**config.mk**
```make
export PLATFORM = sky130hd
export DESIGN_NAME = radix_235_factor_split
export DESIGN_NICKNAME = d
export VERILOG_FILES = /design/src/sv/r235fs_pkg.sv /design/src/sv/radix_235_factor_split.sv
export SDC_FILE = /design/constraint.sdc
export NUM_CORES = 2
export LEC_CHECK = 0
export BUFFER_PORTS_ARGS = -buffer_cell sky130_fd_sc_hd__buf_2
export CORE_ASPECT_RATIO = 0.75
export CORE_MARGIN = 2
export CORE_UTILIZATION = 45
export CTS_CLUSTER_SIZE = 25
export DETAILED_ROUTE_END_ITERATION = 12
export GPL_ROUTABILITY_DRIVEN = 0
export PLACE_DENSITY_LB_ADDON = 0.1
export RECOVER_POWER = 100
export SYNTH_ARGS = -nofsm -noshare
export SYNTH_HDL_FRONTEND = slang
export SYNTH_SLANG_ARGS = --single-unit
```
**constraint.sdc**
```tcl
create_clock -name clk -period 14.8 [get_ports clk]
set_input_delay 2.96 -clock clk [delete_from_list [all_inputs] [get_ports clk]]
set_output_delay 2.96 -clock clk [all_outputs]
set_load 0.01 [all_outputs]
```
**src/sv/r235fs_pkg.sv**
```systemverilog
// package for the radix 2-3-5 factor split block
// holds widths, datapath op codes, jump conditions and the microprogram rom
// no dependencies
`default_nettype none

package r235fs_pkg;

	// width of the size operand
	localparam int SIZE_BITS = 31;

	// result field widths
	localparam int W_EXP_TWO = 5;
	localparam int W_EXP_THREE = 5;
	localparam int W_EXP_FIVE = 4;
	localparam int W_SPLIT_X = 16;
	localparam int W_SPLIT_Y = 31;

	// internal widths
	localparam int EXP_W = $clog2(SIZE_BITS);
	localparam int CNT_W = $clog2(SIZE_BITS + 1);
	localparam int ROOT_W = (SIZE_BITS + 1) / 2;
	localparam int SQ_W = 2 * ROOT_W;
	localparam int UPC_W = 5;

	// inverses of 3 and 5 modulo 2^SIZE_BITS, and the largest quotient of each
	localparam logic [SIZE_BITS-1:0] INV_THREE = SIZE_BITS'(64'hAAAA_AAAA_AAAA_AAAB);
	localparam logic [SIZE_BITS-1:0] INV_FIVE = SIZE_BITS'(64'hCCCC_CCCC_CCCC_CCCD);
	localparam logic [SIZE_BITS-1:0] QMAX_THREE =
		SIZE_BITS'(((64'd1 << SIZE_BITS) - 64'd1) / 64'd3);
	localparam logic [SIZE_BITS-1:0] QMAX_FIVE =
		SIZE_BITS'(((64'd1 << SIZE_BITS) - 64'd1) / 64'd5);

	typedef enum logic [4:0] {
		OP_NOP,
		OP_HALVE,
		OP_DIV_MUL3,
		OP_DIV_MUL5,
		OP_DIV_END3,
		OP_DIV_END5,
		OP_SQ_INIT,
		OP_SQ_MUL,
		OP_SQ_CMP,
		OP_SRCH_INIT,
		OP_CHECK,
		OP_NEXT_I,
		OP_NEXT_J,
		OP_NEXT_K,
		OP_CNT2,
		OP_CNT3,
		OP_CNT5,
		OP_MUL2,
		OP_MUL3,
		OP_MUL5,
		OP_DONE
	} dp_op_t;

	typedef enum logic [3:0] {
		JC_NEVER,
		JC_ALWAYS,
		JC_NOT_EVEN,
		JC_Q_LE1,
		JC_DIVIDES,
		JC_TB_MORE,
		JC_I_END,
		JC_J_END,
		JC_K_END,
		JC_CNT_ZERO
	} jc_t;

	typedef struct packed {
		dp_op_t op;
		jc_t jc;
		logic [UPC_W-1:0] target;
	} ucw_t;

	// program labels
	localparam logic [UPC_W-1:0] L_TWO = UPC_W'(0);
	localparam logic [UPC_W-1:0] L_THREE = UPC_W'(2);
	localparam logic [UPC_W-1:0] L_FIVE = UPC_W'(4);
	localparam logic [UPC_W-1:0] L_SQRT = UPC_W'(6);
	localparam logic [UPC_W-1:0] L_SQ = UPC_W'(7);
	localparam logic [UPC_W-1:0] L_CHK = UPC_W'(10);
	localparam logic [UPC_W-1:0] L_NEXTJ = UPC_W'(12);
	localparam logic [UPC_W-1:0] L_NEXTK = UPC_W'(14);
	localparam logic [UPC_W-1:0] L_NY = UPC_W'(16);
	localparam logic [UPC_W-1:0] L_Y2 = UPC_W'(17);
	localparam logic [UPC_W-1:0] L_Y3 = UPC_W'(19);
	localparam logic [UPC_W-1:0] L_Y3L = UPC_W'(20);
	localparam logic [UPC_W-1:0] L_Y5 = UPC_W'(22);
	localparam logic [UPC_W-1:0] L_Y5L = UPC_W'(23);
	localparam logic [UPC_W-1:0] L_OUT = UPC_W'(25);

	// microprogram: one control word per step
	function automatic ucw_t urom(input logic [UPC_W-1:0] addr);
		ucw_t w;
		unique case (addr)
			UPC_W'(0):  w = '{OP_NOP,       JC_NOT_EVEN, L_THREE};
			UPC_W'(1):  w = '{OP_HALVE,     JC_ALWAYS,   L_TWO};
			UPC_W'(2):  w = '{OP_DIV_MUL3,  JC_Q_LE1,    L_FIVE};
			UPC_W'(3):  w = '{OP_DIV_END3,  JC_DIVIDES,  L_THREE};
			UPC_W'(4):  w = '{OP_DIV_MUL5,  JC_Q_LE1,    L_SQRT};
			UPC_W'(5):  w = '{OP_DIV_END5,  JC_DIVIDES,  L_FIVE};
			UPC_W'(6):  w = '{OP_SQ_INIT,   JC_NEVER,    L_TWO};
			UPC_W'(7):  w = '{OP_SQ_MUL,    JC_NEVER,    L_TWO};
			UPC_W'(8):  w = '{OP_SQ_CMP,    JC_TB_MORE,  L_SQ};
			UPC_W'(9):  w = '{OP_SRCH_INIT, JC_NEVER,    L_TWO};
			UPC_W'(10): w = '{OP_CHECK,     JC_I_END,    L_NEXTJ};
			UPC_W'(11): w = '{OP_NEXT_I,    JC_ALWAYS,   L_CHK};
			UPC_W'(12): w = '{OP_NOP,       JC_J_END,    L_NEXTK};
			UPC_W'(13): w = '{OP_NEXT_J,    JC_ALWAYS,   L_CHK};
			UPC_W'(14): w = '{OP_NOP,       JC_K_END,    L_NY};
			UPC_W'(15): w = '{OP_NEXT_K,    JC_ALWAYS,   L_CHK};
			UPC_W'(16): w = '{OP_CNT2,      JC_NEVER,    L_TWO};
			UPC_W'(17): w = '{OP_NOP,       JC_CNT_ZERO, L_Y3};
			UPC_W'(18): w = '{OP_MUL2,      JC_ALWAYS,   L_Y2};
			UPC_W'(19): w = '{OP_CNT3,      JC_NEVER,    L_TWO};
			UPC_W'(20): w = '{OP_NOP,       JC_CNT_ZERO, L_Y5};
			UPC_W'(21): w = '{OP_MUL3,      JC_ALWAYS,   L_Y3L};
			UPC_W'(22): w = '{OP_CNT5,      JC_NEVER,    L_TWO};
			UPC_W'(23): w = '{OP_NOP,       JC_CNT_ZERO, L_OUT};
			UPC_W'(24): w = '{OP_MUL5,      JC_ALWAYS,   L_Y5L};
			UPC_W'(25): w = '{OP_DONE,      JC_NEVER,    L_TWO};
			default:    w = '{OP_DONE,      JC_NEVER,    L_TWO};
		endcase
		return w;
	endfunction

endpackage

`default_nettype wire

```
**src/sv/radix_235_factor_split.sv**
```systemverilog
// top level of the radix 2-3-5 factor split block: microcoded sequencer and datapath
// depends on r235fs_pkg (widths, op codes, microprogram rom)
`default_nettype none

// Takes a transform size and returns the exponents of 2, 3 and 5 in it, plus a
// split split_x * split_y of its 2-3-5 part, split_x being the 2-3-5 product,
// with exponents at most half those of the size rounded up, nearest to, but
// not above, the integer square root of the size. An item is taken when start
// is high and busy is low; busy stays high until the result, which done flags
// by going high for exactly one cycle. The receiver cannot stall, so it must
// take the result in that cycle. One item is worked on at a time: the
// sequencer runs one control word per cycle. The run length is data
// dependent: the program halves out each factor of 2, makes trial divisions
// by 3 and 5 (one more trial than the exponent for each, skipped once the
// quotient reaches 1), finds the square root with a square and a compare per
// root bit, checks each split candidate in turn and multiplies split_y up one
// factor at a time. A trial division is one multiply by the inverse of the
// divisor modulo 2^SIZE_BITS followed by a compare; the candidate search
// dominates for sizes rich in 2, 3 and 5.

module radix_235_factor_split
	import r235fs_pkg::*;
(
	input  wire logic                   clk,
	input  wire logic                   arst_n,
	input  wire logic                   start,
	output logic                        busy,
	input  wire logic [SIZE_BITS-1:0]   size_in,
	output logic                        done,
	output logic [W_EXP_TWO-1:0]        exp_two,
	output logic [W_EXP_THREE-1:0]      exp_three,
	output logic [W_EXP_FIVE-1:0]       exp_five,
	output logic [W_SPLIT_X-1:0]        split_x,
	output logic [W_SPLIT_Y-1:0]        split_y
);

	// sequencer
	logic             busy_q;
	logic             done_q;
	logic [UPC_W-1:0] upc_q;
	ucw_t             uw;
	logic             jump_take;

	// factoring
	logic [SIZE_BITS-1:0] n_q;
	logic [SIZE_BITS-1:0] q_q;
	logic [EXP_W-1:0]     e2_q;
	logic [EXP_W-1:0]     e3_q;
	logic [EXP_W-1:0]     e5_q;

	// trial division by 3 or 5 through the modular inverse
	logic [SIZE_BITS-1:0] dq_q;
	logic                 div_hit;

	// square root, one root bit per square step and compare step
	logic [ROOT_W-1:0] root_q;
	logic [ROOT_W-1:0] tb_q;
	logic [SQ_W-1:0]   sq_q;
	logic [ROOT_W-1:0] trial;

	// candidate search
	logic [SIZE_BITS-1:0] cand_q;
	logic [SIZE_BITS-1:0] pjk_q;
	logic [SIZE_BITS-1:0] pk_q;
	logic [ROOT_W-1:0]    best_q;
	logic [ROOT_W-1:0]    bx_q;
	logic [EXP_W-1:0]     i_q;
	logic [EXP_W-1:0]     j_q;
	logic [EXP_W-1:0]     k_q;
	logic [EXP_W-1:0]     bi_q;
	logic [EXP_W-1:0]     bj_q;
	logic [EXP_W-1:0]     bk_q;
	logic [EXP_W:0]       sum2;
	logic [EXP_W:0]       sum3;
	logic [EXP_W:0]       sum5;
	logic                 cand_fits;
	logic [ROOT_W-1:0]    cand_diff;
	logic                 better;
	logic [SIZE_BITS-1:0] pjk_x3;
	logic [SIZE_BITS-1:0] pk_x5;

	// split_y accumulator and its factor count
	logic [SIZE_BITS-1:0] y_q;
	logic [CNT_W-1:0]     cnt_q;

	logic q_gt1;

	assign uw = urom(upc_q);

	assign q_gt1 = |q_q[SIZE_BITS-1:1];

	// q times the inverse is the exact quotient when the divisor divides q,
	// and lands above the largest possible quotient otherwise
	assign div_hit = (uw.op == OP_DIV_END5) ? (dq_q <= QMAX_FIVE) : (dq_q <= QMAX_THREE);

	assign trial = root_q | tb_q;

	// exponent limits (e + 1) / 2
	assign sum2 = {1'b0, e2_q} + 1'b1;
	assign sum3 = {1'b0, e3_q} + 1'b1;
	assign sum5 = {1'b0, e5_q} + 1'b1;

	// strictly smaller residual wins, so ties keep the earlier candidate
	assign cand_fits = SIZE_BITS'(root_q) >= cand_q;
	assign cand_diff = root_q - cand_q[ROOT_W-1:0];
	assign better = cand_fits && (cand_diff < best_q);

	assign pjk_x3 = pjk_q + (pjk_q << 1);
	assign pk_x5 = pk_q + (pk_q << 2);

	// jump condition of the current control word, on present register values
	always_comb begin
		unique case (uw.jc)
			JC_NEVER:    jump_take = 1'b0;
			JC_ALWAYS:   jump_take = 1'b1;
			JC_NOT_EVEN: jump_take = !(q_gt1 && !q_q[0]);
			JC_Q_LE1:    jump_take = !q_gt1;
			JC_DIVIDES:  jump_take = div_hit;
			JC_TB_MORE:  jump_take = !tb_q[0];
			JC_I_END:    jump_take = i_q == sum2[EXP_W:1];
			JC_J_END:    jump_take = j_q == sum3[EXP_W:1];
			JC_K_END:    jump_take = k_q == sum5[EXP_W:1];
			JC_CNT_ZERO: jump_take = cnt_q == '0;
			default:     jump_take = 1'b0;
		endcase
	end

	// step counter and handshake
	always_ff @(posedge clk or negedge arst_n) begin
		if (!arst_n) begin
			busy_q <= 1'b0;
			done_q <= 1'b0;
			upc_q <= '0;
		end else begin
			done_q <= 1'b0;
			if (!busy_q) begin
				if (start) begin
					busy_q <= 1'b1;
					upc_q <= L_TWO;
				end
			end else begin
				if (uw.op == OP_DONE) begin
					busy_q <= 1'b0;
					done_q <= 1'b1;
				end
				upc_q <= jump_take ? uw.target : upc_q + 1'b1;
			end
		end
	end

	// datapath, driven by the op field of the control word
	always_ff @(posedge clk) begin
		if (start && !busy_q) begin
			n_q <= size_in;
			q_q <= size_in;
			e2_q <= '0;
			e3_q <= '0;
			e5_q <= '0;
		end else if (busy_q) begin
			unique case (uw.op)
				OP_NOP: ;
				OP_HALVE: begin
					q_q <= q_q >> 1;
					e2_q <= e2_q + 1'b1;
				end
				OP_DIV_MUL3: dq_q <= q_q * INV_THREE;
				OP_DIV_MUL5: dq_q <= q_q * INV_FIVE;
				OP_DIV_END3: begin
					if (div_hit) begin
						q_q <= dq_q;
						e3_q <= e3_q + 1'b1;
					end
				end
				OP_DIV_END5: begin
					if (div_hit) begin
						q_q <= dq_q;
						e5_q <= e5_q + 1'b1;
					end
				end
				OP_SQ_INIT: begin
					root_q <= '0;
					tb_q <= {1'b1, {(ROOT_W-1){1'b0}}};
				end
				OP_SQ_MUL: begin
					sq_q <= SQ_W'(trial) * SQ_W'(trial);
				end
				OP_SQ_CMP: begin
					if (sq_q <= SQ_W'(n_q)) begin
						root_q <= trial;
					end
					tb_q <= tb_q >> 1;
				end
				OP_SRCH_INIT: begin
					best_q <= root_q;
					bx_q <= ROOT_W'(1);
					bi_q <= '0;
					bj_q <= '0;
					bk_q <= '0;
					i_q <= '0;
					j_q <= '0;
					k_q <= '0;
					cand_q <= SIZE_BITS'(1);
					pjk_q <= SIZE_BITS'(1);
					pk_q <= SIZE_BITS'(1);
				end
				OP_CHECK: begin
					if (better) begin
						best_q <= cand_diff;
						bx_q <= cand_q[ROOT_W-1:0];
						bi_q <= i_q;
						bj_q <= j_q;
						bk_q <= k_q;
					end
				end
				OP_NEXT_I: begin
					i_q <= i_q + 1'b1;
					cand_q <= cand_q << 1;
				end
				OP_NEXT_J: begin
					j_q <= j_q + 1'b1;
					i_q <= '0;
					pjk_q <= pjk_x3;
					cand_q <= pjk_x3;
				end
				OP_NEXT_K: begin
					k_q <= k_q + 1'b1;
					j_q <= '0;
					i_q <= '0;
					pk_q <= pk_x5;
					pjk_q <= pk_x5;
					cand_q <= pk_x5;
				end
				OP_CNT2: begin
					y_q <= SIZE_BITS'(1);
					cnt_q <= CNT_W'(e2_q - bi_q);
				end
				OP_CNT3: cnt_q <= CNT_W'(e3_q - bj_q);
				OP_CNT5: cnt_q <= CNT_W'(e5_q - bk_q);
				OP_MUL2: begin
					y_q <= y_q << 1;
					cnt_q <= cnt_q - 1'b1;
				end
				OP_MUL3: begin
					y_q <= y_q + (y_q << 1);
					cnt_q <= cnt_q - 1'b1;
				end
				OP_MUL5: begin
					y_q <= y_q + (y_q << 2);
					cnt_q <= cnt_q - 1'b1;
				end
				OP_DONE: ;
				default: ;
			endcase
		end
	end

	// results hold from the done step until the next item is taken
	assign busy = busy_q;
	assign done = done_q;
	assign exp_two = W_EXP_TWO'(e2_q);
	assign exp_three = W_EXP_THREE'(e3_q);
	assign exp_five = W_EXP_FIVE'(e5_q);
	assign split_x = W_SPLIT_X'(bx_q);
	assign split_y = W_SPLIT_Y'(y_q);

	// an accepted item restarts the program at its first step
	a_start_restarts: assert property (@(posedge clk) disable iff (!arst_n)
		(start && !busy_q) |=> (busy_q && upc_q == L_TWO))
		else $error("accepted item did not restart the sequencer");

	// the strobe comes only as the sequencer releases busy
	a_done_ends_busy: assert property (@(posedge clk) disable iff (!arst_n)
		done_q |-> (!busy_q && $past(busy_q)))
		else $error("result strobe without end of work");

	// an exact quotient is always below the dividend it came from
	a_div_quotient: assert property (@(posedge clk) disable iff (!arst_n)
		(busy_q && (uw.op == OP_DIV_END3 || uw.op == OP_DIV_END5) && div_hit)
		|-> (dq_q < q_q))
		else $error("trial division quotient out of range");

	// the chosen factor never exceeds the square root
	a_split_x_le_root: assert property (@(posedge clk) disable iff (!arst_n)
		done_q |-> (bx_q <= root_q || root_q == '0))
		else $error("split_x above the square root");

	// the square root bound holds when the result leaves
	a_root_bound: assert property (@(posedge clk) disable iff (!arst_n)
		done_q |-> (SQ_W'(root_q) * SQ_W'(root_q) <= SQ_W'(n_q)))
		else $error("square root too large");

endmodule

`default_nettype wire
```
* Word-level counts from Yosys, hierarchy flattened *
Memory sizes are Yosys's and may differ from the RTL's.
Cells that the tools add are included.

cells by class
  $mul = 3
  order comparisons = 5
  bitwise operators = 2
  add/sub/neg operators = 19
  equal/unequal tests = 35
  mux-type cells = 36
  reduce and logical (&&, ||, !) cells = 43

operators with widths
  kind                                                   count
  case mux 31 bit (4 select lines)                       2
  case mux 31 bit (2 select lines)                       3
  case mux 16 bit (2 select lines)                       4
  adder 31 bit                                           4
  two-way mux 31 bit                                     3
  case mux 31 bit (3 select lines)                       1
  case mux 5 bit (2 select lines)                        6
  two-way mux 16 bit                                     3
  == test 5 x 4 -> 1 bit, second input constant          8
  AND reduction 3 bit                                    13
  adder 5 x 1 -> 5 bit, second input constant            7
  <= comparator 32 x 31 -> 1 bit                         1
  multiplier 16 x 16 -> 32 bit                           1
  >= comparator 16 x 31 -> 1 bit                         1
  <= comparator 31 x 29 -> 1 bit, second input constant  1
  <= comparator 31 x 30 -> 1 bit, second input constant  1
  multiplier 31 x 30 -> 31 bit, second input constant    1
  multiplier 31 x 31 -> 31 bit, second input constant    1
  two-way mux 5 bit                                      6
  OR reduction 30 bit                                    1
  == test 5 bit, second input constant                   5
  == test 5 x 3 -> 1 bit, second input constant          4
  case mux 5 bit (4 select lines)                        1
  adder 5 x 1 -> 6 bit, second input constant            3
  other kinds (27)                                       62

storage, ports and cells
  memory bits (read-only) = 448
  output and inout bits = 63
  memories = 1
  input bits = 34
  flip-flop bits (word level) = 370

memories
  name              words  bits a word  rd ports  clocked after memory_dff  wr ports  line              RTL
  (name not given)  32     14           1         0                         0         r235fs_pkg.sv:96  unique case (addr)

* Logic depth before layout (Yosys ltp) *
An unclocked memory read counts as a cell.

  depth in word-level cells = 7
  mapped depth = 28
  depth with buffers taken out = 27

* Worst setup path before layout *
No wires, ideal clock.

  path type = reg2reg
  from = register upc_q[0]
  to = register best_q[0], enable pin
  stages on the path, launching flop included = 9
  buffers on the path = 1
  slack = 7.534 ns
  setup time = 0.464 ns
  arrival = 6.801 ns
  path through = dfrtp_1 inv_1 ha_1 nor2_2 a21o_1 mux4_2 clkbuf_1 nor4_1 o2bb2ai_1

between the ends
  word-level cells in the longest chain between the ends = 4
  elaborated cells between the ends (all ways) = 6

ends and longest elaborated chain
  item                                                                  line                           RTL
  start, declared                                                       radix_235_factor_split.sv:40   logic [UPC_W-1:0] upc_q;
  start signal, assigned                                                radix_235_factor_split.sv:146  upc_q <= jump_take ? uw.target : upc_q + 1'b1;
  memory read (32 x 14 bit) (*)                                         -
  == test 5 x 4 -> 1 bit                                                radix_235_factor_split.sv:160  unique case (uw.op)
  != test 2 bit (no source line) or nonzero test 2 bit (tied branches)  -
  AND reduction 4 bit (no source line) (*)                              -
  end signal, assigned                                                  radix_235_factor_split.sv:194  best_q <= root_q;
  end signal, assigned                                                  radix_235_factor_split.sv:208  best_q <= cand_diff;
  end, declared                                                         radix_235_factor_split.sv:65   logic [ROOT_W-1:0] best_q;

Every way passes the cells marked *; elsewhere a longest branch is shown, timed or not.
A chain may end at the register's enable or synchronous reset.

* Worst setup path after layout *
  from = register upc_q[3]
  to = register best_q[9], enable pin

Same word-level chain as after synthesis.

==> impl_metrics.yaml <==
run_status:
  run_status: "finished, violations left"
  violations: "max-capacitance violations, max-slew violations"
critical_path:
  crit_required_ns: 14.98
  critical-path-top-delay-family: "buffers and inverters"
  crit_chain: "nand2b_1 > o21ai_0 > nand3_1 > clkbuf_1 > nor2_2 > clkbuf_1 > o2111a_1 > o31ai_1 > o2bb2ai_1 > clkbuf_1"
  cp_max_fo: 32
  path_common_cell: "clkbuf_1"
  critPathLaunchType: "register"
  max_stage_delay_ns: 1.47
  r2r-end: "best_q[9]"
  reg2reg_from: "upc_q[3]"
  crit_path_end_kind: "register"
  worstRegToRegCells: 10
  criticalPathCategory: "reg -> reg"
  r2r_slack_ns: 6.26
  cp_slowest_cell: "o2bb2ai_1"
  cp_num_buf_inv: 3
  crit_arrival_ns: 8.72
clock_tree:
  cts_buffers: 42
  cts_tree: "done"
  htreeDepth: 2
  clk_pin_slew_worst_paths_ns: 0.06
  ctsResizeCount: 0
  cts-root-buf: "clkbuf_16"
  clkLatencyLatePin_ns: 0.63
  hold_buffers: 0
  post_cts_buffers: 0
  clock_path_buffers: 3
  clock-sinks: 367
route:
  wl_mm: 132
  dr.pass1.iters: 5
  drtIter0Drc: 2484
  viasPerCell: 5.43
  antenna_left: 0
  wl_per_cell_um: 21.4
  via_count: 33485
  drc: 0
yosys:
  syn_nets: 5871
  synth_cell_types: 88
  netlist_area_mm2: 0.0462
  yosys.area.top_type: "edfxtp_1"
  synth_flop_cell: "edfxtp_1"
  synth.top_cell.area_share: 0.224
  synth.top_cells.by_area: "edfxtp_1 22%, fa_1 22%, ha_1 17%, inv_1 7.7%, xnor2_1 3.4%"
  ys_seq_area_frac: 0.235
  postSynthCellCount: 4700
  async_flop_share: 0.0191
  yosys_warnings: 0
  syn_area_per_cell_um2: 9.83
  synth-edff-count: 345
  ys_ff_latch: 367
global_route:
  grt_pass1_vias: 33241
  grt_pass1_wl_mm: 205
  track_usage: 0.256
  antenna_found_initial: 10
  grt_max_degree: 87
  grt-ovfl-total: 0
job:
  drv_cap: 15
sta:
  setup_ws_ns: 6.26
  rsz0062_at_grt: "no"
  worst_pin_slew_ns: 3.65
  fin_crit_ns: 8.54
  finalCritPeriodShare: 0.577
  clock_skew_ns: 0.0551
  finalMaxSlewViolations: 485
  slew_headroom: -1.43
  setup_viol: 0
  max_freq_ghz: 0.117
  final_hold_viol_count: 0
  fin_tns_setup_ns: 0
placed_design:
  place_ws_ns: 7.05
  place_hpwl_mm: 110
  io_buffers: 96
finish:
  layout_commonest_cell: "inv_1"
  syn2layout_area_growth_pct: 7.12
  final_nets: 5965
  drive_gt1_frac: 0.0307
  final_cell_mix: "950 x inv_1, 627 x ha_1, 510 x fa_1"
floorplanning:
  die-width_um: 374
  design.die.area_mm2: 0.105
  ioPinCount: 97
  std_cell_rows: 101
  core_mm2: 0.101
  dieHeight_um: 282
  initial_core_util: 0.455
min_path:
  min_path_cells: 1
  min_from: "tb_q[6]"
  worstHoldEndpoint: "tb_q[5]"
  hold_class: "reg -> reg"
-- flip-flops by register name (all words and copies together), names as in the netlist, 16 cells and up --
| register | flops |
|---|---|
| split_x | 16 |
| root_q | 16 |
| dq_q | 31 |
| q_q | 31 |
| best_q | 16 |
| pk_q | 29 |
| n_q | 31 |
| split_y | 31 |
| pjk_q | 31 |
| sq_q | 31 |
| cand_q | 31 |
| tb_q | 16 |
-- logic make-up (layout without fill, tap and decap cells) --
| group | after synthesis | in the layout | synth area share |
|---|---|---|---|
| AO/OA/AOI/OAI | 844 | 844 | 0.120 |
| AND/OR/NAND/NOR | 934 | 934 | 0.0955 |
| XOR/XNOR | 298 | 298 | 0.0565 |
| other | 0 | 5 | 0 |
| flip-flops | 367 | 367 | 0.235 |
| adder cells (fa/ha/maj) | 1137 | 1137 | 0.391 |
| multiplexers | 68 | 68 | 0.0162 |
| buffers and inverters | 1052 | 1180 | 0.0865 |
-- cell usage after synthesis (8+ instances only) --
cell type,number
a21o_1,152
buf_2,8
ha_1,627
nor2b_1,25
a22oi_1,17
mux2_2,21
clkinv_1,9
a211o_1,9
a41oi_1,10
a21boi_0,8
nor4_1,14
o21a_1,34
a31o_2,10
nand4_1,30
a21oi_1,195
or3_1,23
nor2_1,280
dfxtp_1,15
o21ai_0,176
xor2_1,118
a221o_1,10
a211oi_1,31
buf_4,8
a31oi_1,27
o211ai_1,23
or2_2,20
clkbuf_1,70
inv_1,949
nand2_1,265
o21bai_1,26
fa_1,510
o22ai_1,15
and3_1,26
o221ai_1,12
and2_1,55
xnor2_1,180
nand3_1,54
nor3_1,69
o31ai_1,16
nand2b_1,36
mux2i_1,43
edfxtp_1,345
-- area by class of cell --
cell class / instances / area, um2
fillers: 9692 / 52000
multi-input cells: 3281 / 31400
flip-flops and latches: 367 / 10800
inverters: 962 / 3610
well taps: 1339 / 1680
clock buffers: 54 / 1140
repair buffers: 140 / 612
clock inverters: 24 / 243
diodes: 5 / 12.5
-- per-stage QoR --
stage	hold slack [ns]	cell area, um2	cells	util
after floorplan	0.515	46200	4700	-
after global placement	0.529	48400	6089	0.477
after detailed placement	0.535	48400	6089	0.477
after CTS	0.548	49800	6167	0.490
after global routing	0.569	49500	6167	0.488
final	0.544	49500	6172	0.488
-- metal layers --
layer	up-vias	part of all wire	global-route usage
met3	96	0.11	0.0834
li1	15943	-	-
met4	10	0.012	0.0347
met1	16383	0.49	0.396
met5	-	0.0013	0.00764
met2	1053	0.39	0.349
-- how the worst max path moves through the flow --
stage / start / end / cells after the start
finish: upc_q[3] / best_q[9] / 10
global route: upc_q[3] / best_q[10] / 10
CTS: q_q[8] / dq_q[30] / 22
detailed placement: q_q[9] / dq_q[28] / 24
global placement: q_q[9] / dq_q[28] / 24
floorplan: upc_q[0] / best_q[0] / 8
Power is left out: the tool's default activity adds up to more than one toggle a clock period on the data nets, which glitch-free logic cannot reach.
